--- src/rtl/ssm_pkg.sv ---
`default_nettype none

package ssm_pkg;

    localparam int unsigned QueueDepth   = 2;
    localparam int unsigned DigitCount   = 4;
    localparam int unsigned SegWidth     = 7;
    localparam int unsigned BitsPerDigit = 8;
    localparam int unsigned BitCntW      = 3;
    localparam logic [15:0] MaxNumber    = 16'd9999;

    typedef enum logic [1:0] {
        FE_IDLE,
        FE_CONV,
        FE_PUSH
    } ssm_front_state_t;

    typedef struct packed {
        logic                                  is_load;
        logic [DigitCount-1:0][SegWidth-1:0]   patterns;
    } ssm_entry_t;

    function automatic logic [SegWidth-1:0] digit_glyph(input logic [3:0] digit);
        logic [SegWidth-1:0] pat;
        case (digit)
            4'd0:    pat = 7'h3F;
            4'd1:    pat = 7'h06;
            4'd2:    pat = 7'h5B;
            4'd3:    pat = 7'h4F;
            4'd4:    pat = 7'h66;
            4'd5:    pat = 7'h6D;
            4'd6:    pat = 7'h7D;
            4'd7:    pat = 7'h07;
            4'd8:    pat = 7'h7F;
            4'd9:    pat = 7'h6F;
            default: pat = '0;
        endcase
        return pat;
    endfunction

endpackage

`default_nettype wire

--- src/rtl/ssm_fifo.sv ---
`default_nettype none

module ssm_fifo
    import ssm_pkg::*;
#(
    parameter int unsigned Depth = QueueDepth
)
(
    input  wire logic       clk,
    input  wire logic       rst_n,
    input  wire logic       push,
    input  wire ssm_entry_t push_data,
    output logic            full,
    input  wire logic       pop,
    output ssm_entry_t      pop_data,
    output logic            empty
);

    localparam int unsigned PtrW = (Depth > 1) ? $clog2(Depth) : 1;
    localparam int unsigned CntW = $clog2(Depth + 1);

    ssm_entry_t            mem_reg [Depth];
    logic [PtrW-1:0]       wr_ptr_reg, wr_ptr_next;
    logic [PtrW-1:0]       rd_ptr_reg, rd_ptr_next;
    logic [CntW-1:0]       cnt_reg, cnt_next;

    assign full     = (cnt_reg == CntW'(Depth));
    assign empty    = (cnt_reg == '0);
    assign pop_data = mem_reg[rd_ptr_reg];

    always_comb
    begin
        wr_ptr_next = wr_ptr_reg;
        rd_ptr_next = rd_ptr_reg;
        if (push)
        begin
            wr_ptr_next = (wr_ptr_reg == PtrW'(Depth - 1)) ? '0 : wr_ptr_reg + 1'b1;
        end
        if (pop)
        begin
            rd_ptr_next = (rd_ptr_reg == PtrW'(Depth - 1)) ? '0 : rd_ptr_reg + 1'b1;
        end
        cnt_next = cnt_reg + CntW'(push) - CntW'(pop);
    end

    always_ff @(posedge clk or negedge rst_n)
    begin
        if (!rst_n)
        begin
            wr_ptr_reg <= '0;
            rd_ptr_reg <= '0;
            cnt_reg    <= '0;
        end
        else
        begin
            wr_ptr_reg <= wr_ptr_next;
            rd_ptr_reg <= rd_ptr_next;
            cnt_reg    <= cnt_next;
        end
    end

    always_ff @(posedge clk)
    begin
        if (push)
        begin
            mem_reg[wr_ptr_reg] <= push_data;
        end
    end

endmodule

`default_nettype wire

--- src/rtl/ssm_front.sv ---
`default_nettype none

module ssm_front
    import ssm_pkg::*;
(
    input  wire logic        clk,
    input  wire logic        rst_n,
    input  wire logic        in_valid,
    output logic             in_ready,
    input  wire logic        command,
    input  wire logic [15:0] number,
    output logic             push,
    output ssm_entry_t       push_entry,
    input  wire logic        full
);

    ssm_front_state_t state_reg, state_next;
    logic [1:0]       step_reg, step_next;
    logic [15:0]      bin_reg;
    logic [15:0]      bcd_reg;
    logic [15:0]      bin_v;
    logic [15:0]      bcd_v;
    logic [15:0]      sat_number;
    logic             load_accept;

    assign sat_number  = (number > MaxNumber) ? MaxNumber : number;
    assign load_accept = (state_reg == FE_IDLE) && in_valid && !full && !command;

    // double dabble, four bits per cycle
    always_comb
    begin
        bcd_v = bcd_reg;
        bin_v = bin_reg;
        for (int s = 0; s < 4; s++)
        begin
            for (int d = 0; d < 4; d++)
            begin
                if (bcd_v[d*4 +: 4] >= 4'd5)
                begin
                    bcd_v[d*4 +: 4] = bcd_v[d*4 +: 4] + 4'd3;
                end
            end
            {bcd_v, bin_v} = {bcd_v, bin_v} << 1;
        end
    end

    always_comb
    begin
        state_next = state_reg;
        case (state_reg)
            FE_IDLE:
            begin
                if (load_accept)
                begin
                    state_next = FE_CONV;
                end
            end
            FE_CONV:
            begin
                if (step_reg == 2'd3)
                begin
                    state_next = FE_PUSH;
                end
            end
            FE_PUSH:
            begin
                if (!full)
                begin
                    state_next = FE_IDLE;
                end
            end
            default: state_next = FE_IDLE;
        endcase
    end

    always_comb
    begin
        in_ready = 1'b0;
        push     = 1'b0;
        case (state_reg)
            FE_IDLE:
            begin
                in_ready = !full;
                push     = in_valid && !full && command;
            end
            FE_PUSH:
            begin
                push = !full;
            end
            default:
            begin
                in_ready = 1'b0;
                push     = 1'b0;
            end
        endcase
        push_entry.is_load     = (state_reg == FE_PUSH);
        push_entry.patterns[0] = digit_glyph(bcd_reg[15:12]);
        push_entry.patterns[1] = digit_glyph(bcd_reg[11:8]);
        push_entry.patterns[2] = digit_glyph(bcd_reg[7:4]);
        push_entry.patterns[3] = digit_glyph(bcd_reg[3:0]);
    end

    assign step_next = (state_reg == FE_CONV) ? step_reg + 1'b1 : '0;

    always_ff @(posedge clk or negedge rst_n)
    begin
        if (!rst_n)
        begin
            state_reg <= FE_IDLE;
            step_reg  <= '0;
        end
        else
        begin
            state_reg <= state_next;
            step_reg  <= step_next;
        end
    end

    always_ff @(posedge clk)
    begin
        if (load_accept)
        begin
            bin_reg <= sat_number;
            bcd_reg <= '0;
        end
        else if (state_reg == FE_CONV)
        begin
            bin_reg <= bin_v;
            bcd_reg <= bcd_v;
        end
    end

endmodule

`default_nettype wire

--- src/rtl/ssm_back.sv ---
`default_nettype none

module ssm_back
    import ssm_pkg::*;
(
    input  wire logic        clk,
    input  wire logic        rst_n,
    input  wire ssm_entry_t  entry,
    input  wire logic        empty,
    output logic             pop,
    output logic             out_valid,
    input  wire logic        out_ready,
    output logic             serial_bit,
    output logic             is_last,
    output logic [3:0]       digit_enables,
    output logic [1:0]       shown_position
);

    logic                                busy_reg, busy_next;
    logic [BitCntW-1:0]                  bit_cnt_reg, bit_cnt_next;
    logic [BitsPerDigit-1:0]             shift_reg, shift_next;
    logic [1:0]                          pos_reg, pos_next;
    logic [3:0]                          enable_reg, enable_next;
    logic [DigitCount-1:0][SegWidth-1:0] pat_reg, pat_next;
    logic                                out_valid_reg, out_valid_next;
    logic                                serial_bit_reg, serial_bit_next;
    logic                                is_last_reg, is_last_next;
    logic [3:0]                          digit_enables_reg, digit_enables_next;
    logic [1:0]                          shown_position_reg, shown_position_next;
    logic                                out_free;
    logic                                emit;
    logic                                last_bit;
    logic [3:0]                          new_en;

    assign out_free = !out_valid_reg || out_ready;
    assign emit     = busy_reg && out_free;
    assign last_bit = (bit_cnt_reg == BitCntW'(BitsPerDigit - 1));
    assign new_en   = ~(4'b0001 << pos_reg);
    assign pop      = !empty && (!busy_reg || (emit && last_bit));

    always_comb
    begin
        busy_next           = busy_reg;
        bit_cnt_next        = bit_cnt_reg;
        shift_next          = shift_reg;
        pos_next            = pos_reg;
        enable_next         = enable_reg;
        pat_next            = pat_reg;
        out_valid_next      = out_valid_reg && !out_ready;
        serial_bit_next     = serial_bit_reg;
        is_last_next        = is_last_reg;
        digit_enables_next  = digit_enables_reg;
        shown_position_next = shown_position_reg;
        if (emit)
        begin
            out_valid_next      = 1'b1;
            serial_bit_next     = shift_reg[BitsPerDigit-1];
            is_last_next        = last_bit;
            digit_enables_next  = last_bit ? new_en : enable_reg;
            shown_position_next = pos_reg;
            shift_next          = shift_reg << 1;
            bit_cnt_next        = bit_cnt_reg + 1'b1;
            if (last_bit)
            begin
                busy_next   = 1'b0;
                enable_next = new_en;
                pos_next    = pos_reg + 1'b1;
            end
        end
        if (pop)
        begin
            if (entry.is_load)
            begin
                pat_next = entry.patterns;
            end
            else
            begin
                busy_next    = 1'b1;
                bit_cnt_next = '0;
                shift_next   = {1'b0, pat_reg[pos_next]};
            end
        end
    end

    always_ff @(posedge clk or negedge rst_n)
    begin
        if (!rst_n)
        begin
            busy_reg      <= 1'b0;
            bit_cnt_reg   <= '0;
            pos_reg       <= '0;
            enable_reg    <= 4'hF;
            pat_reg       <= '0;
            out_valid_reg <= 1'b0;
        end
        else
        begin
            busy_reg      <= busy_next;
            bit_cnt_reg   <= bit_cnt_next;
            pos_reg       <= pos_next;
            enable_reg    <= enable_next;
            pat_reg       <= pat_next;
            out_valid_reg <= out_valid_next;
        end
    end

    always_ff @(posedge clk)
    begin
        shift_reg          <= shift_next;
        serial_bit_reg     <= serial_bit_next;
        is_last_reg        <= is_last_next;
        digit_enables_reg  <= digit_enables_next;
        shown_position_reg <= shown_position_next;
    end

    assign out_valid      = out_valid_reg;
    assign serial_bit     = serial_bit_reg;
    assign is_last        = is_last_reg;
    assign digit_enables  = digit_enables_reg;
    assign shown_position = shown_position_reg;

    a_idle_cnt_zero: assert property (@(posedge clk) disable iff (!rst_n)
        !busy_reg |-> (bit_cnt_reg == '0))
        else $error("bit counter not cleared while idle");

    a_first_bit_zero: assert property (@(posedge clk) disable iff (!rst_n)
        (emit && bit_cnt_reg == '0) |=> !serial_bit_reg)
        else $error("first shifted bit not zero");

    a_last_one_enable: assert property (@(posedge clk) disable iff (!rst_n)
        (out_valid_reg && is_last_reg) |->
            ($countones(digit_enables_reg) == 3 && !digit_enables_reg[shown_position_reg]))
        else $error("latch transfer enables do not select shown position");

endmodule

`default_nettype wire

--- src/rtl/seven_segment_mux_serializer_core.sv ---
// Load: no result; digits split in FE_CONV, queued in FE_PUSH, input reopens in FE_IDLE.
// Refresh: queue, shifter, output register; one bit per cycle unless out_ready stalls.
// Each refresh is eight bits from the shifter; the queue can take new commands meanwhile.
// A 2-entry queue separates input decode from the shifter.
// Reset (async, active low): blank patterns, position 0, all enables high.
`default_nettype none

module seven_segment_mux_serializer_core
    import ssm_pkg::*;
#(
    parameter int unsigned QUEUE_DEPTH = QueueDepth
)
(
    input  wire logic        clk,
    input  wire logic        rst_n,
    input  wire logic        in_valid,
    output logic             in_ready,
    input  wire logic        command,
    input  wire logic [15:0] number,
    output logic             out_valid,
    input  wire logic        out_ready,
    output logic             serial_bit,
    output logic             is_last,
    output logic [3:0]       digit_enables,
    output logic [1:0]       shown_position
);

    ssm_entry_t push_entry;
    ssm_entry_t pop_entry;
    logic       push;
    logic       pop;
    logic       full;
    logic       empty;

    ssm_front u_front (
        .clk        (clk),
        .rst_n      (rst_n),
        .in_valid   (in_valid),
        .in_ready   (in_ready),
        .command    (command),
        .number     (number),
        .push       (push),
        .push_entry (push_entry),
        .full       (full)
    );

    ssm_fifo #(
        .Depth (QUEUE_DEPTH)
    ) u_fifo (
        .clk       (clk),
        .rst_n     (rst_n),
        .push      (push),
        .push_data (push_entry),
        .full      (full),
        .pop       (pop),
        .pop_data  (pop_entry),
        .empty     (empty)
    );

    ssm_back u_back (
        .clk            (clk),
        .rst_n          (rst_n),
        .entry          (pop_entry),
        .empty          (empty),
        .pop            (pop),
        .out_valid      (out_valid),
        .out_ready      (out_ready),
        .serial_bit     (serial_bit),
        .is_last        (is_last),
        .digit_enables  (digit_enables),
        .shown_position (shown_position)
    );

endmodule

`default_nettype wire

--- config.mk ---
export PLATFORM = sky130hd
export DESIGN_NAME = seven_segment_mux_serializer_core
export DESIGN_NICKNAME = d
export VERILOG_FILES = /design/src/rtl/ssm_pkg.sv /design/src/rtl/ssm_fifo.sv /design/src/rtl/ssm_front.sv /design/src/rtl/ssm_back.sv /design/src/rtl/seven_segment_mux_serializer_core.sv
export SDC_FILE = /design/constraint.sdc
export NUM_CORES = 1
export LEC_CHECK = 0
export BUFFER_PORTS_ARGS = -buffer_cell sky130_fd_sc_hd__clkbuf_2
export CAP_MARGIN = 20
export CORE_ASPECT_RATIO = 1.2
export CORE_MARGIN = 1
export CORE_UTILIZATION = 63
export DETAILED_ROUTE_END_ITERATION = 8
export HOLD_SLACK_MARGIN = 0.1
export PLACE_DENSITY = 0.81
export SLEW_MARGIN = 10
export SYNTH_ARGS = -nofsm -noshare
export SYNTH_HDL_FRONTEND = slang
export SYNTH_SLANG_ARGS = --single-unit
--- constraint.sdc ---
create_clock -name clk -period 5.6 [get_ports clk]
set_input_delay 0.56 -clock clk [delete_from_list [all_inputs] [get_ports clk]]
set_output_delay 0.56 -clock clk [all_outputs]
set_load 0.02 [all_outputs]
; ---- Word level (Yosys, flattened, before mapping)
; Memory sizes are Yosys's and may differ from the RTL's. A register that Yosys moved wholly into a read port is not among the register bits.
; Index checks and enable logic that the tools add are counted.
[classes]
add_sub_neg = 23
multipliers = 0
n_div = 0
n_lt_le_gt_ge = 18
eq_ne = 8
n_shift = 1
n_mux = 54
n_bitwise = 1
n_reduce_logical = 22
[op_table]
columns = op, n
row1 = 4-bit 2-to-1 mux, 21
row2 = "4-bit by 3-bit greater-or-equal comparator with 1-bit output, second input constant", 16
row3 = "4-bit by 2-bit adder with 4-bit output, second input constant", 12
row4 = 16-bit 2-to-1 mux, 3
row5 = 8-bit 2-to-1 mux, 3
row6 = 3-bit 2-to-1 mux, 7
row7 = "16-bit by 14-bit greater-than comparator with 1-bit output, second input constant", 1
row8 = 7-bit binary-select mux with 2-bit select, 1
row9 = "3-bit by 2-bit adder with 3-bit output, second input constant", 4
row10 = 2-bit 2-to-1 mux, 6
row11 = 1-bit 2-to-1 mux, 10
row12 = 1-bit logical AND, 9
row13 = 7-bit 2-to-1 mux, 1
row14 = "2-bit equality test, second input constant", 3
row15 = 1-bit logical NOT, 6
row16 = 2-bit one-hot mux with 3 select lines, 1
row17 = "2-bit by 1-bit adder with 2-bit output, second input constant", 2
row18 = 2-bit logical NOT, 2
row19 = "2-bit by 1-bit inequality test with 1-bit output, second input constant", 2
row20 = 4-bit inverter, 1
row21 = "1-bit by 2-bit left shift with 4-bit output, first input constant", 1
row22 = "3-bit by 1-bit adder with 3-bit output, second input constant", 1
row23 = "3-bit equality test, second input constant", 1
row24 = "2-bit by 3-bit less-than comparator with 1-bit output, second input constant", 1
row25 = other kinds (10), 12
[totals]
reg_bits = 95
latchBits = 0
ram_bits = 58
rom_bits = 448
output_inout_bits = 10
mem_count = 5
[mem_list]
columns = name, words, width, read_ports, rd_ports_with_merged_regs, write_ports, line
row1 = (name not given), 16, 7, 1, 1, 0, ssm_pkg.sv:25  ; case (digit)
row2 = (name not given), 16, 7, 1, 1, 0, ssm_pkg.sv:25
row3 = (name not given), 16, 7, 1, 1, 0, ssm_pkg.sv:25
row4 = (name not given), 16, 7, 1, 1, 0, ssm_pkg.sv:25
row5 = u_fifo.mem_reg, 2, 29, 1, 0, 1, ssm_fifo.sv:22  ; ssm_entry_t mem_reg [Depth];

; ---- Depth between registers and ports, before layout
; Gate-level depths: netlist of the first run.
[logic_depth]
word_depth = 10
ltp_mapped = 26
ltp_nobuf = 26

; ---- By module
; A second synthesis of the first run with hierarchy kept.
[hier_totals]
hier_cells = 906
hier_area_um2 = 10238.6
[modules_own_cells]
columns = mod, n_inst, cells_per_inst, area_per_inst_um2, seq_area_each_um2
row1 = ssm_front, 1, 547, 4937.2, 1461.4
row2 = ssm_back, 1, 254, 2894.0, 1381.3
row3 = ssm_fifo, 1, 105, 2407.3, 1841.8

; ---- Worst setup path after synthesis of the first run
; Ideal clock, no wire load.
[synth_path]
kind = reg2reg
from = reg u_front.bcd_reg[13]
to = reg, netlist name u_front.push_entry[3]
arrival_time_ps = 4924
required_time_ps = 5525
slack_ps = 601
stages_incl_launch_ff = 26
n_path_buf = 1
synth_period_minus_slack_ps = 4999
path_cell_list = dfxtp_1 > inv_1 > ha_1 > nand2b_1 > a21o_1 > xnor2_1 > ha_1 > inv_1 > a221oi_1 > or3_1 > and2_1 > ha_1 > nor2b_1 > o22ai_1 > a221oi_2 > xnor3_1 > ha_1 > nand2b_1 > a311oi_2 > xor2_1 > a22o_1 > buf_2 > inv_1 > ha_1 > mux2_2 > o22ai_1
[synth_via]
elab_chain_cells = 10
[synth_lines]
columns = item, line
row1 = "start, declared", ssm_front.sv:20  ; logic [15:0] bcd_reg;
row2 = "start signal, assigned", ssm_front.sv:129  ; bcd_reg <= bcd_v;
row3 = 4-bit by 3-bit greater-or-equal comparator with 1-bit output or 3-bit by 2-bit adder with 3-bit output (tied branches), "ssm_front.sv:38, ssm_front.sv:40"
row4 = 3-bit 2-to-1 mux, ssm_front.sv:38  ; if (bcd_v[d*4 +: 4] >= 4'd5)
row5 = 4-bit by 3-bit greater-or-equal comparator with 1-bit output or 3-bit by 2-bit adder with 3-bit output (tied branches), "ssm_front.sv:38, ssm_front.sv:40"
row6 = 3-bit 2-to-1 mux, ssm_front.sv:38
row7 = 4-bit by 3-bit greater-or-equal comparator with 1-bit output or 3-bit by 2-bit adder with 3-bit output (tied branches), "ssm_front.sv:38, ssm_front.sv:40"
row8 = 3-bit 2-to-1 mux, ssm_front.sv:38
row9 = 4-bit by 3-bit greater-or-equal comparator with 1-bit output or 3-bit by 2-bit adder with 3-bit output (tied branches), "ssm_front.sv:38, ssm_front.sv:40"
row10 = 3-bit 2-to-1 mux, ssm_front.sv:38
row11 = 4-bit 2-to-1 mux (no source line) * (2 in a row), n/a
; Mark *: on every way between the ends. The rest lies on a longest branch, timed or not.
; A chain may end at the register's enable or synchronous reset.

; ---- Worst setup path in the final report of the first run
[layout_path]
from = reg u_front.bcd_reg[13]
to = reg, netlist name u_front.push_entry[3]
[layout_via]
elab_chain_cells = 10
[layout_lines]
columns = item, line
row1 = 4-bit by 3-bit greater-or-equal comparator with 1-bit output or 3-bit by 2-bit adder with 3-bit output (tied branches), "ssm_front.sv:38, ssm_front.sv:40"
row2 = 3-bit 2-to-1 mux, ssm_front.sv:38
row3 = 4-bit by 3-bit greater-or-equal comparator with 1-bit output or 3-bit by 2-bit adder with 3-bit output (tied branches), "ssm_front.sv:38, ssm_front.sv:40"
row4 = 3-bit 2-to-1 mux, ssm_front.sv:38
row5 = 4-bit by 3-bit greater-or-equal comparator with 1-bit output or 3-bit by 2-bit adder with 3-bit output (tied branches), "ssm_front.sv:38, ssm_front.sv:40"
row6 = 3-bit 2-to-1 mux, ssm_front.sv:38
row7 = 4-bit by 3-bit greater-or-equal comparator with 1-bit output or 3-bit by 2-bit adder with 3-bit output (tied branches), "ssm_front.sv:38, ssm_front.sv:40"
row8 = 3-bit 2-to-1 mux, ssm_front.sv:38
row9 = 4-bit 2-to-1 mux (no source line) * (2 in a row), n/a
; Marked as above.

==> impl_results.md, run 1 <==
- DR iter-0 viols: 412
- Max incr delay on CP: 0.39 ns
- Metal3 WL: 621 um
- Area delta synth->final: 10.9%
- Global-route wire length before repair: 29.2 mm
- # clock sinks: 181
- IO buf count: 30
- Largest net degree at the start of global routing: 57
- Crit-path most repeated cell: ha_1
- Total die area: 15,500 um2
- CTS Hold Bufs: 0
- DRT antenna net count: 0
- Core region area: 14,500 um2
- Syn Area/Cell: 11.0 um2
- H-Tree Depth: 4
- Buffers and inverters on the worst path: 3
- Initial antenna violation count: 0
- Cells along the critical path: inv_1, ha_1, nand2b_1, a21o_1, xnor2_2, ha_1, inv_1, a221oi_4, or3_1, and2_1, ha_1, nor2b_2, o22ai_1, a221oi_2, xnor3_2, ha_1, nand2b_1, a311oi_2, xor2_1, a22o_1, inv_1, ha_1, mux2_2, o22ai_1
- Vias in the first global route: 6,415
- Status: complete, no violations
- Path type of the worst min-delay path: primary input to asynchronous set/reset pin
- Post-DP HPWL: 12.6 mm
- CTS Buffer Depth: 2
- Final Slew Violations: 0
- Layout net count: 967
- Top Metal Used: met4
- Worst Tran Pin Value: 1.07 ns
- Startpoint types: register
- Max cap viols: 0
- Crit path DAT: 5.71 ns
- Max Freq: 0.186 GHz
- Register area: 4690 um2
- DR vias/cell: 5.98
- DR vias: 6,605
- DR DRC count: 0
- Setup TNS: 0 ns
- DRT Wirelength: 18.1 mm
- RSZ-0062 raised after global routing: yes
- Commonest cells after routing, fill and taps aside: 82 x edfxtp_1, 64 x nor2_1, 62 x mux2i_1, 59 x a21oi_1, 56 x nand2_1
- CP Capture Type: register
- TritonCTS clock tree: yes
- Clock skew: 0.00882 ns
- #FFs+latches synth: 181
- Initial Utilization: 0.651
- Per-cell routed wire length: 16.4 um
- Post-Syn Area: 9470 um2
- Clk pin slew, worst setup/hold paths: 0.07 ns
- All-Layer GR Usage: 0.241
- Slew Limit Headroom: 0.280
- Yosys Warn Count: 0
- GP Congestion: 0.899
- Fill cells: 1,018
- Drt first pass iters: 5
- Worst skew pair latency: 0.42 ns
- Max FO, Critical Path: 6
- Design area: 10,500 um2
- Root Buffer Master: clkbuf_16
- DIE WIDTH: 114 um
- Max reg flops: 58
- Final hold vios: 0
- Slowest CP cell: dfxtp_2
- Setup violators final: 0
- CTS Buf Count: 17
- Synthesized net count: 937
- Worst Path Required: 5.93 ns
- Ports: 31
- Async SR Flop Fraction: 0.260
- Multi-input logic area: 4490 um2
- Cell count after synthesis: 862
- Worst slack, placed: 0.104 ns
- Setup WS post-layout: 0.220 ns
- Die height: 136 um
- Total congestion overflow: 0
- Cell variety after synth: 90
- ANT cells: 0
- Placed Area: 9810 um2
- WS Path Type: register to register
- Post-synth EDFFs: 82
- Wire length on met2: 9.66 mm
- Commonest non-fill, non-tap cell in the layout: edfxtp_1
- Top_reg_cell synth: edfxtp_1
- Top Family by Delay on Critical Path: compound AO/OA/AOI/OAI gates
- Fraction of layout cells with a size suffix above 1: 0.172
- Met1 Wirelength: 7.48 mm
- Core Rows: 48
- Minimum clock period: 5.38 ns
- Post-synthesis sequential area ratio: 0.495
- Fin crit share: 0.961
through the flow:
step / hold WS [ns] / std cells / utilization
after floorplan: 0.264 / 862 / -
after global placement: 0.407 / 1065 / 0.675
after detailed placement: 0.411 / 1066 / 0.675
after CTS: 0.241 / 1098 / 0.713
after global routing: 0.280 / 1105 / 0.722
final: 0.238 / 1105 / 0.722
worst reg2reg max path, cell delays in order (launching register included):
cell      delay [ns]
dfxtp_2         0.39
inv_1           0.08
ha_1            0.18
nand2b_1        0.17
a21o_1          0.26
xnor2_2         0.21
ha_1            0.17
inv_1           0.06
a221oi_4        0.33
or3_1           0.16
and2_1          0.17
ha_1            0.22
nor2b_2         0.20
o22ai_1         0.12
a221oi_2        0.32
xnor3_2         0.32
ha_1            0.19
nand2b_1        0.15
a311oi_2        0.33
xor2_1          0.27
a22o_1          0.19
inv_1           0.08
ha_1            0.32
mux2_2          0.27
o22ai_1         0.13
cells by family (layout without fill, tap and decap cells):
group                      Yosys count  count (layout)  share of synthesized area
buffers and inverters               95             138                     0.0391
muxes                               82              82                     0.0983
AOI/OAI and AO/OA                  223             223                      0.171
adders and majority gates           54              54                     0.0714
xor gates and xnor gates            15              15                     0.0161
DFF                                181             181                      0.495
and+or+nand+nor                    212             212                      0.110
timing repair:
item | 4_1_cts | 5_1_grt
setup buffers | 0 | 6
setup endpoints to repair | 0 | 11
resized for setup | 0 | 18
final cells by class:
type / instances / share of cell area
clock inverters: 11 / 0.00965
multi-input cells: 586 / 0.428
inverters: 58 / 0.0207
well taps: 200 / 0.0238
flip-flops and latches: 181 / 0.447
clock buffers: 21 / 0.0429
repair buffers: 48 / 0.0284
worst paths after layout:
kind	startpoint	end	slack [ns]	depth (start not counted)
max	u_front.bcd_reg[13]	u_front.push_entry[3]	0.22	24
min	rst_n	u_fifo.rd_ptr_reg	0.24	2
max reg2reg	u_front.bcd_reg[13]	u_front.push_entry[3]	0.22	24
min reg2reg	u_front.push_entry[25]	u_fifo.mem_reg[1][25]	0.43	0
max in group asynchronous	rst_n	u_back.pat_reg[22]	4.95	2
min in group clk	u_front.push_entry[25]	u_fifo.mem_reg[1][25]	0.43	0
cell usage after synthesis, types with 5 or more instances:
master / number / area [um2]
inv_1: 53 / 199
ha_1: 54 / 676
nand3b_1: 7 / 52.6
edfxtp_1: 82 / 2460
a211oi_1: 8 / 60.1
mux4_2: 7 / 158
inv_2: 5 / 18.8
a21o_1: 7 / 52.6
dfrtp_1: 43 / 1080
xnor2_1: 10 / 87.6
a22o_1: 12 / 105
dfxtp_1: 52 / 1040
buf_2: 10 / 50.1
and2_1: 11 / 68.8
nor2_1: 67 / 251
mux2i_1: 63 / 631
o211ai_1: 11 / 82.6
nand3_1: 14 / 70.1
o21ai_0: 40 / 200
nand2_1: 56 / 210
nor2b_1: 10 / 62.6
a31oi_1: 6 / 37.5
nor3_1: 6 / 30.0
nand2b_1: 12 / 75.1
mux2_2: 8 / 90.1
clkbuf_1: 22 / 82.6
a21oi_1: 60 / 300
o22ai_1: 11 / 68.8
routing by layer:
layer | global-route usage | vias up
li1 | - | 3200
met1 | 0.275 | 3187
met2 | 0.448 | 185
met3 | 0.0406 | 33
met4 | 0.0902 | 0
met5 | 0 | -
Power of run 1 is left out: the tool's default activity adds up to more than one toggle a clock period on the data nets, which glitch-free logic cannot reach.
==> run 2, diff against run 1 <==
- ABC_AREA: unset -> 1
- CORE_UTILIZATION: 63 -> 62
- PLACE_DENSITY: 0.81 -> 0.8
==> run 2 against run 1 <==
Hold slack got worse by 0.017 ns. Clock-buffer cell count decreased by 1. Flip-flop and latch count stayed put. Critical path depth rose by 5. First-iteration DRC count is 29% lower. Critical path type unchanged.
==> impl_results.md, run 2 <==
- #FFs+latches synth: 181 (unchanged)
- RSZ-0062 raised after global routing: no
- ANT cells: 0 (unchanged)
- Max incr delay on CP: 0.30 ns (-0.09 ns)
- Yosys Warn Count: 0 (unchanged)
- Layout net count: 1,122 (+16%)
- DRT Wirelength: 16.0 mm (-11%)
- All-Layer GR Usage: 0.230 (-0.0110)
- Fill cells: 1,079 (+6.0%)
- CP Capture Type: register
- DR vias: 6,520 (-1.3%)
- Setup violators final: 0 (unchanged)
- H-Tree Depth: 4 (unchanged)
- GP Congestion: 0.836 (-7.0%)
- Drt first pass iters: 4 (-1)
- Root Buffer Master: clkbuf_16
- Initial antenna violation count: 0 (unchanged)
- Worst slack, placed: 1.15 ns (+1.05 ns)
- Final hold vios: 0 (unchanged)
- Count leader, synth: nand2_1
- IO buf count: 30 (unchanged)
- Post-DP HPWL: 11.3 mm (-10%)
- CTS Buf Count: 17 (unchanged)
- Synth top area share: 0.266 (+0.00634)
- Commonest cells post-synth: 208 x nand2_1, 136 x inv_1, 82 x edfxtp_1, 80 x o21ai_0, 63 x nor2_1
- Synth top area cells: edfxtp_1 27%, dfrtp_1 12%, dfxtp_1 11%
- Startpoint types: register
- Area delta synth->final: 10.0%
- R2r startpoint: u_front.bcd_reg[9]
- Total die area: 15,400 um2 (-0.79%)
- GR Layer Usage met3: 0.0398 (-0.000750)
- Post-Syn Area: 9240 um2 (-2.4%)
- DIE WIDTH: 113 um (-0.40%)
- Met1 Resource Use GR: 0.268 (-0.00778)
- Largest net degree at the start of global routing: 57 (unchanged)
- Max cap viols: 0 (unchanged)
- Postcts setup bufs: 0 (unchanged)
- DRT antenna net count: 0 (unchanged)
- DR iter-0 viols: 294 (-29%)
- Cell taking the most area after synthesis: edfxtp_1
- Top Usage Layer GRT: met2
- Setup WS post-layout: 1.14 ns (+0.922 ns)
- Slew Limit Headroom: 0.292 (+0.0121)
- Status: complete, no violations
- Core Rows: 48 (unchanged)
- Per-cell routed wire length: 12.7 um (-22%)
- Initial Utilization: 0.639 (-0.0129)
- Setup TNS: 0 ns (unchanged)
- Total congestion overflow: 0 (unchanged)
- Cell variety after synth: 47 (-48%)
- Crit-path most repeated cell: nand2_1
- Post-CTS resize count: 0 (unchanged)
- WS Path Type: register to register
- Cell count after synthesis: 1,015 (+18%)
- Commonest non-fill, non-tap cell in the layout: nand2_1
- Max Freq: 0.224 GHz (+21%)
- Vias in the first global route: 6,309 (-1.7%)
- Post-synth EDFFs: 82 (unchanged)
- Core region area: 14,500 um2 (-0.41%)
- CTS Buffer Depth: 2 (unchanged)
- Crit path DAT: 4.77 ns (-0.94 ns)
- Die height: 136 um (-0.40%)
- Max FO, Critical Path: 7 (+1)
- Path type of the worst min-delay path: primary input to asynchronous set/reset pin
- Met2 Use GR: 0.421 (-0.0276)
- Global-route wire length before repair: 28.0 mm (-4.3%)
- Clock skew: 0.0152 ns (+0.00637 ns)
- Worst Path Required: 5.91 ns (-0.02 ns)
- Minimum clock period: 4.46 ns (-0.922 ns)
- Post-synthesis sequential area ratio: 0.507 (+0.0121)
- Fin crit share: 0.796 (-0.165)
- CTS Hold Bufs: 0 (unchanged)
- Synthesized net count: 1,090 (+16%)
- Commonest cells after routing, fill and taps aside: 208 x nand2_1, 136 x inv_1, 82 x edfxtp_1, 80 x o21ai_0, 60 x nor2_1
- Worst skew pair latency: 0.43 ns (about the same)
- Async SR Flop Fraction: 0.260 (unchanged)
- Clk pin slew, worst setup/hold paths: 0.07 ns (about the same)
- Setup crit start: u_front.bcd_reg[9]
- Fraction of layout cells with a size suffix above 1: 0.168 (-0.00445)
- TritonCTS clock tree: yes
- Register area: 4680 um2 (-0.13%)
- # clock sinks: 181 (unchanged)
- Final Slew Violations: 0 (unchanged)
- Slowest CP cell: dfxtp_1
- DR vias/cell: 5.17 (-13%)
- Multi-input logic area: 3920 um2 (-13%)
- Syn Area/Cell: 9.11 um2 (-17%)
- Ports: 31 (unchanged)
- Top_reg_cell synth: edfxtp_1
- Worst Tran Pin Value: 1.06 ns (-0.0143 ns)
- Max reg flops: 58 (unchanged)
- DR DRC count: 0 (unchanged)
-- run 2: cell count changes in the layout (fill, tap and decap cells not counted), sizes merged, moves of 11 or more --
| cell | delta |
|---|---|
| nand2b | -13 |
| mux2i | -62 |
| inv | +91 |
| a21oi | -38 |
| nand3 | +49 |
| buf | -12 |
| or2 | +18 |
| o21ai | +59 |
| a22o | -11 |
| o21a | +12 |
| mux2 | -12 |
| nand2 | +186 |
-- run 2: logic make-up (layout without fill, tap and decap cells) --
kind of cell | after synthesis | in the layout | share of synthesized area
AO/OA/AOI/OAI | 174 | 174 | 0.112
multiplexers | 1 | 1 | 0.00108
buffers and inverters | 174 | 219 | 0.0709
adder cells (fa/ha/maj) | 54 | 54 | 0.0731
AND/OR/NAND/NOR | 415 | 415 | 0.216
XOR/XNOR | 16 | 16 | 0.0192
flip-flops | 181 | 181 | 0.507
-- run 2: cell type report --
class	instances	share of cell area
Clock inverter	12	0.0117
Inverter	151	0.0557
Tap cell	200	0.0246
Clock buffer	20	0.0429
Timing Repair Buffer	36	0.0192
Sequential cell	181	0.461
Multi-Input combinational cell	660	0.385
-- run 2: critical path: cells and delay by family (launching register included) --
| family | cells | cell delay [ns] |
|---|---|---|
| AOI/OAI and AO/OA | 3 | 0.50 |
| xor gates and xnor gates | 3 | 0.67 |
| adders and majority gates | 5 | 1.01 |
| buffers and inverters | 5 | 0.35 |
| DFF | 1 | 0.30 |
| and+or+nand+nor | 13 | 1.51 |
-- run 2: stage by stage --
stage / hold WS [ns] / instance area (um2) / cells / utilization
2_1_floorplan: 0.264 / 9240 / 1015 / -
3_3_place_gp: 0.405 / 9610 / 1228 / 0.664
3_5_place_dp: 0.413 / 9610 / 1228 / 0.664
4_1_cts: 0.243 / 10200 / 1260 / 0.702
5_1_grt: 0.268 / 10200 / 1260 / 0.702
6_report: 0.221 / 10200 / 1260 / 0.702
-- run 2: path summary, 6_finish.rpt --
kind | slack (ns) | end | depth (start not counted)
setup / recovery | 1.14 | u_front.push_entry[5] | 29
hold / removal | 0.22 | u_fifo.rd_ptr_reg | 2
setup reg to reg | 1.14 | u_front.push_entry[5] | 29
hold reg to reg | 0.42 | u_fifo.mem_reg[1][26] | 0
max in group asynchronous | 4.95 | u_back.pat_reg[10] | 2
min in group clk | 0.37 | u_back.out_valid | 4
-- run 2: layer usage --
metal,up-vias,wire length (um)
li1,3390,-
met4,0,300
met2,93,8470
met3,24,365
met5,-,0
met1,3013,6890
Power of run 2 is left out for the same reason.
==> run 3, diff against run 2 <==
- CORE_UTILIZATION: 62 -> 56
- PLACE_DENSITY: 0.8 -> 0.76
- clock period: 5.6 -> 3.6 ns (I/O delays scaled with it)
==> run 3 against run 2 <==
The run now ends with negative setup slack left. Worst setup slack got worse by 1.5 ns. Global-route usage is 0.37 points lower. Wire length increased by 25%. First-iteration DRC count increased by 18%. Die area increased by 11%. Utilization grew 2.3 points. Clock skew fell by 0.0028 ns. Via count grew 10%. Critical endpoint is now u_front.push_entry[3]. Highest routed layer unchanged.
==> impl_results.md, run 3 (synthesis results as in run 2) <==
- RSZ-0062 raised after global routing: yes
- Worst skew pair latency: 0.43 ns (about the same)
- Setup violators final: 16 (+16)
- Max reg flops: 58 (unchanged)
- Clk pin slew, worst setup/hold paths: 0.07 ns (about the same)
- DIE WIDTH: 119 um (+5.1%)
- Clock skew: 0.0124 ns (-0.00282 ns)
- Largest net degree at the start of global routing: 57 (unchanged)
- DR DRC count: 0 (unchanged)
- WS Path Type: register to register
- H-Tree Depth: 4 (unchanged)
- Top Usage Layer GRT: met2
- GR Layer Usage met3: 0.0463 (+0.00650)
- Met1 Resource Use GR: 0.245 (-0.0225)
- Final Slew Violations: 0 (unchanged)
- GP Congestion: 0.822 (-1.7%)
- Ports: 31 (unchanged)
- Drt first pass iters: 5 (+1)
- Commonest cells after routing, fill and taps aside: 187 x nand2_1, 111 x inv_1, 105 x buf_4, 82 x edfxtp_1, 77 x o21ai_0
- Design area: 11,800 um2 (+16%)
- All-Layer GR Usage: 0.226 (-0.00370)
- Met2 Use GR: 0.436 (+0.0158)
- Max FO, Critical Path: 4 (-3)
- TritonCTS clock tree: yes
- Minimum clock period: 4.00 ns (-0.461 ns)
- Failing checks: negative setup slack
- Fin crit share: 1.11 (+0.314)
- Core region area: 16,200 um2 (+12%)
- Total congestion overflow: 0 (unchanged)
- Initial antenna violation count: 0 (unchanged)
- Post-DP HPWL: 12.2 mm (+8.1%)
- Commonest non-fill, non-tap cell in the layout: nand2_1
- Worst Tran Pin Value: 0.841 ns (-0.220 ns)
- DR vias/cell: 5.20 (+0.48%)
- Path type of the worst min-delay path: primary input to register
- Startpoint types: register
- Per-cell routed wire length: 14.4 um (+14%)
- DR vias: 7,191 (+10%)
- Die height: 143 um (+5.1%)
- IO buf count: 30 (unchanged)
- Global-route wire length before repair: 30.5 mm (+9.1%)
- CTS Buf Count: 17 (unchanged)
- DR iter-0 viols: 347 (+18%)
- Fraction of layout cells with a size suffix above 1: 0.339 (+0.171)
- Slew Limit Headroom: 0.439 (+0.147)
- # clock sinks: 181 (unchanged)
- Status: complete, but fails checks
- Crit path DAT: 4.36 ns (-0.41 ns)
- Max cap viols: 0 (unchanged)
- Total die area: 17,000 um2 (+11%)
- Max Freq: 0.250 GHz (+12%)
- Layout net count: 1,233 (+9.9%)
- Placed Area: 10,300 um2 (+7.0%)
- CP Capture Type: register
- Initial Utilization: 0.570 (-0.0683)
- Final hold vios: 0 (unchanged)
- Root Buffer Master: clkbuf_16
- CTS Buffer Depth: 2 (unchanged)
- Vias in the first global route: 6,871 (+8.9%)
- Setup WS post-layout: -0.396 ns (-1.54 ns)
- Worst Path Required: 3.97 ns (-1.94 ns)
- Core Rows: 51 (+6.3%)
- DRT Wirelength: 20.0 mm (+25%)
- ANT cells: 0 (unchanged)
- DRT antenna net count: 0 (unchanged)
- Area delta synth->final: 27.3%
## run 3: worst paths after layout
| kind | start | end | slack, ns | cells past startpoint |
|---|---|---|---|---|
| worst max-delay path | u_front.bcd_reg[12] | u_front.push_entry[3] | -0.40 | 27 |
| worst min-delay path | out_ready | u_back.out_valid | 0.19 | 4 |
| worst max register to register | u_front.bcd_reg[12] | u_front.push_entry[3] | -0.40 | 27 |
| worst min register to register | u_front.push_entry[8] | u_fifo.mem_reg[0][8] | 0.43 | 0 |
| max in group asynchronous | rst_n | u_back.pat_reg[13] | 2.31 | 3 |
| min in group asynchronous | rst_n | u_front.step_reg[1] | 0.55 | 2 |
## run 3: final cells by class
class,count,area (um2)
Fill cell,1133,4440
Timing Repair Buffer,147,1070
Clock inverter,9,93.8
Sequential cell,181,4700
Tap cell,212,265
Clock buffer,23,489
Multi-Input combinational cell,660,4560
Inverter,151,589
## run 3: critical path, stage by stage, from the launching register on
cell     delay, ns
dfxtp_1       0.34
inv_1         0.07
ha_1          0.21
inv_1         0.08
nand2_2       0.08
nand3_4       0.11
xor2_4        0.19
ha_2          0.21
inv_2         0.04
o21ai_1       0.13
nand2_1       0.12
xnor2_2       0.17
inv_1         0.09
ha_1          0.20
o21ai_1       0.14
nand2_1       0.12
xor2_2        0.18
buf_4         0.15
ha_4          0.16
o21ai_4       0.16
nand3_2       0.11
a31oi_4       0.25
ha_1          0.27
inv_1         0.06
nand2_1       0.06
o21ai_1       0.08
nand2_1       0.08
nand2_1       0.07
## run 3: per-stage QoR
stage                     setup TNS [ns]  std cells  utilization  worst slack (ns)  hold slack [ns]
final                              -4.27       1383        0.726            -0.396            0.188
after global routing               -8.90       1383        0.726            -0.608            0.206
after CTS                          -1.45       1371        0.694            -0.227            0.181
after detailed placement           -4.29       1315        0.634            -0.341            0.410
after global placement             -1.67       1315        0.634            -0.187            0.404
after floorplan                    -1.54       1015            -            -0.247           0.0644
## run 3: per-layer routing
layer	vias to the layer above	routed length (um)	share of wire
met5	-	0	0
met4	0	439	0.022
met3	43	554	0.028
met2	130	10900	0.54
met1	3413	8090	0.41
li1	3605	-	-
## run 3: what timing repair did
item | in CTS | in global routing
hold buffers | 1 | 0
gates resized for setup | 47 | 103
pin swaps | 26 | 35
setup buffers | 23 | 13
endpoints found under the hold margin | 27 | 0
endpoints found under the setup margin | 21 | 26
Power of run 3 is left out for the same reason.
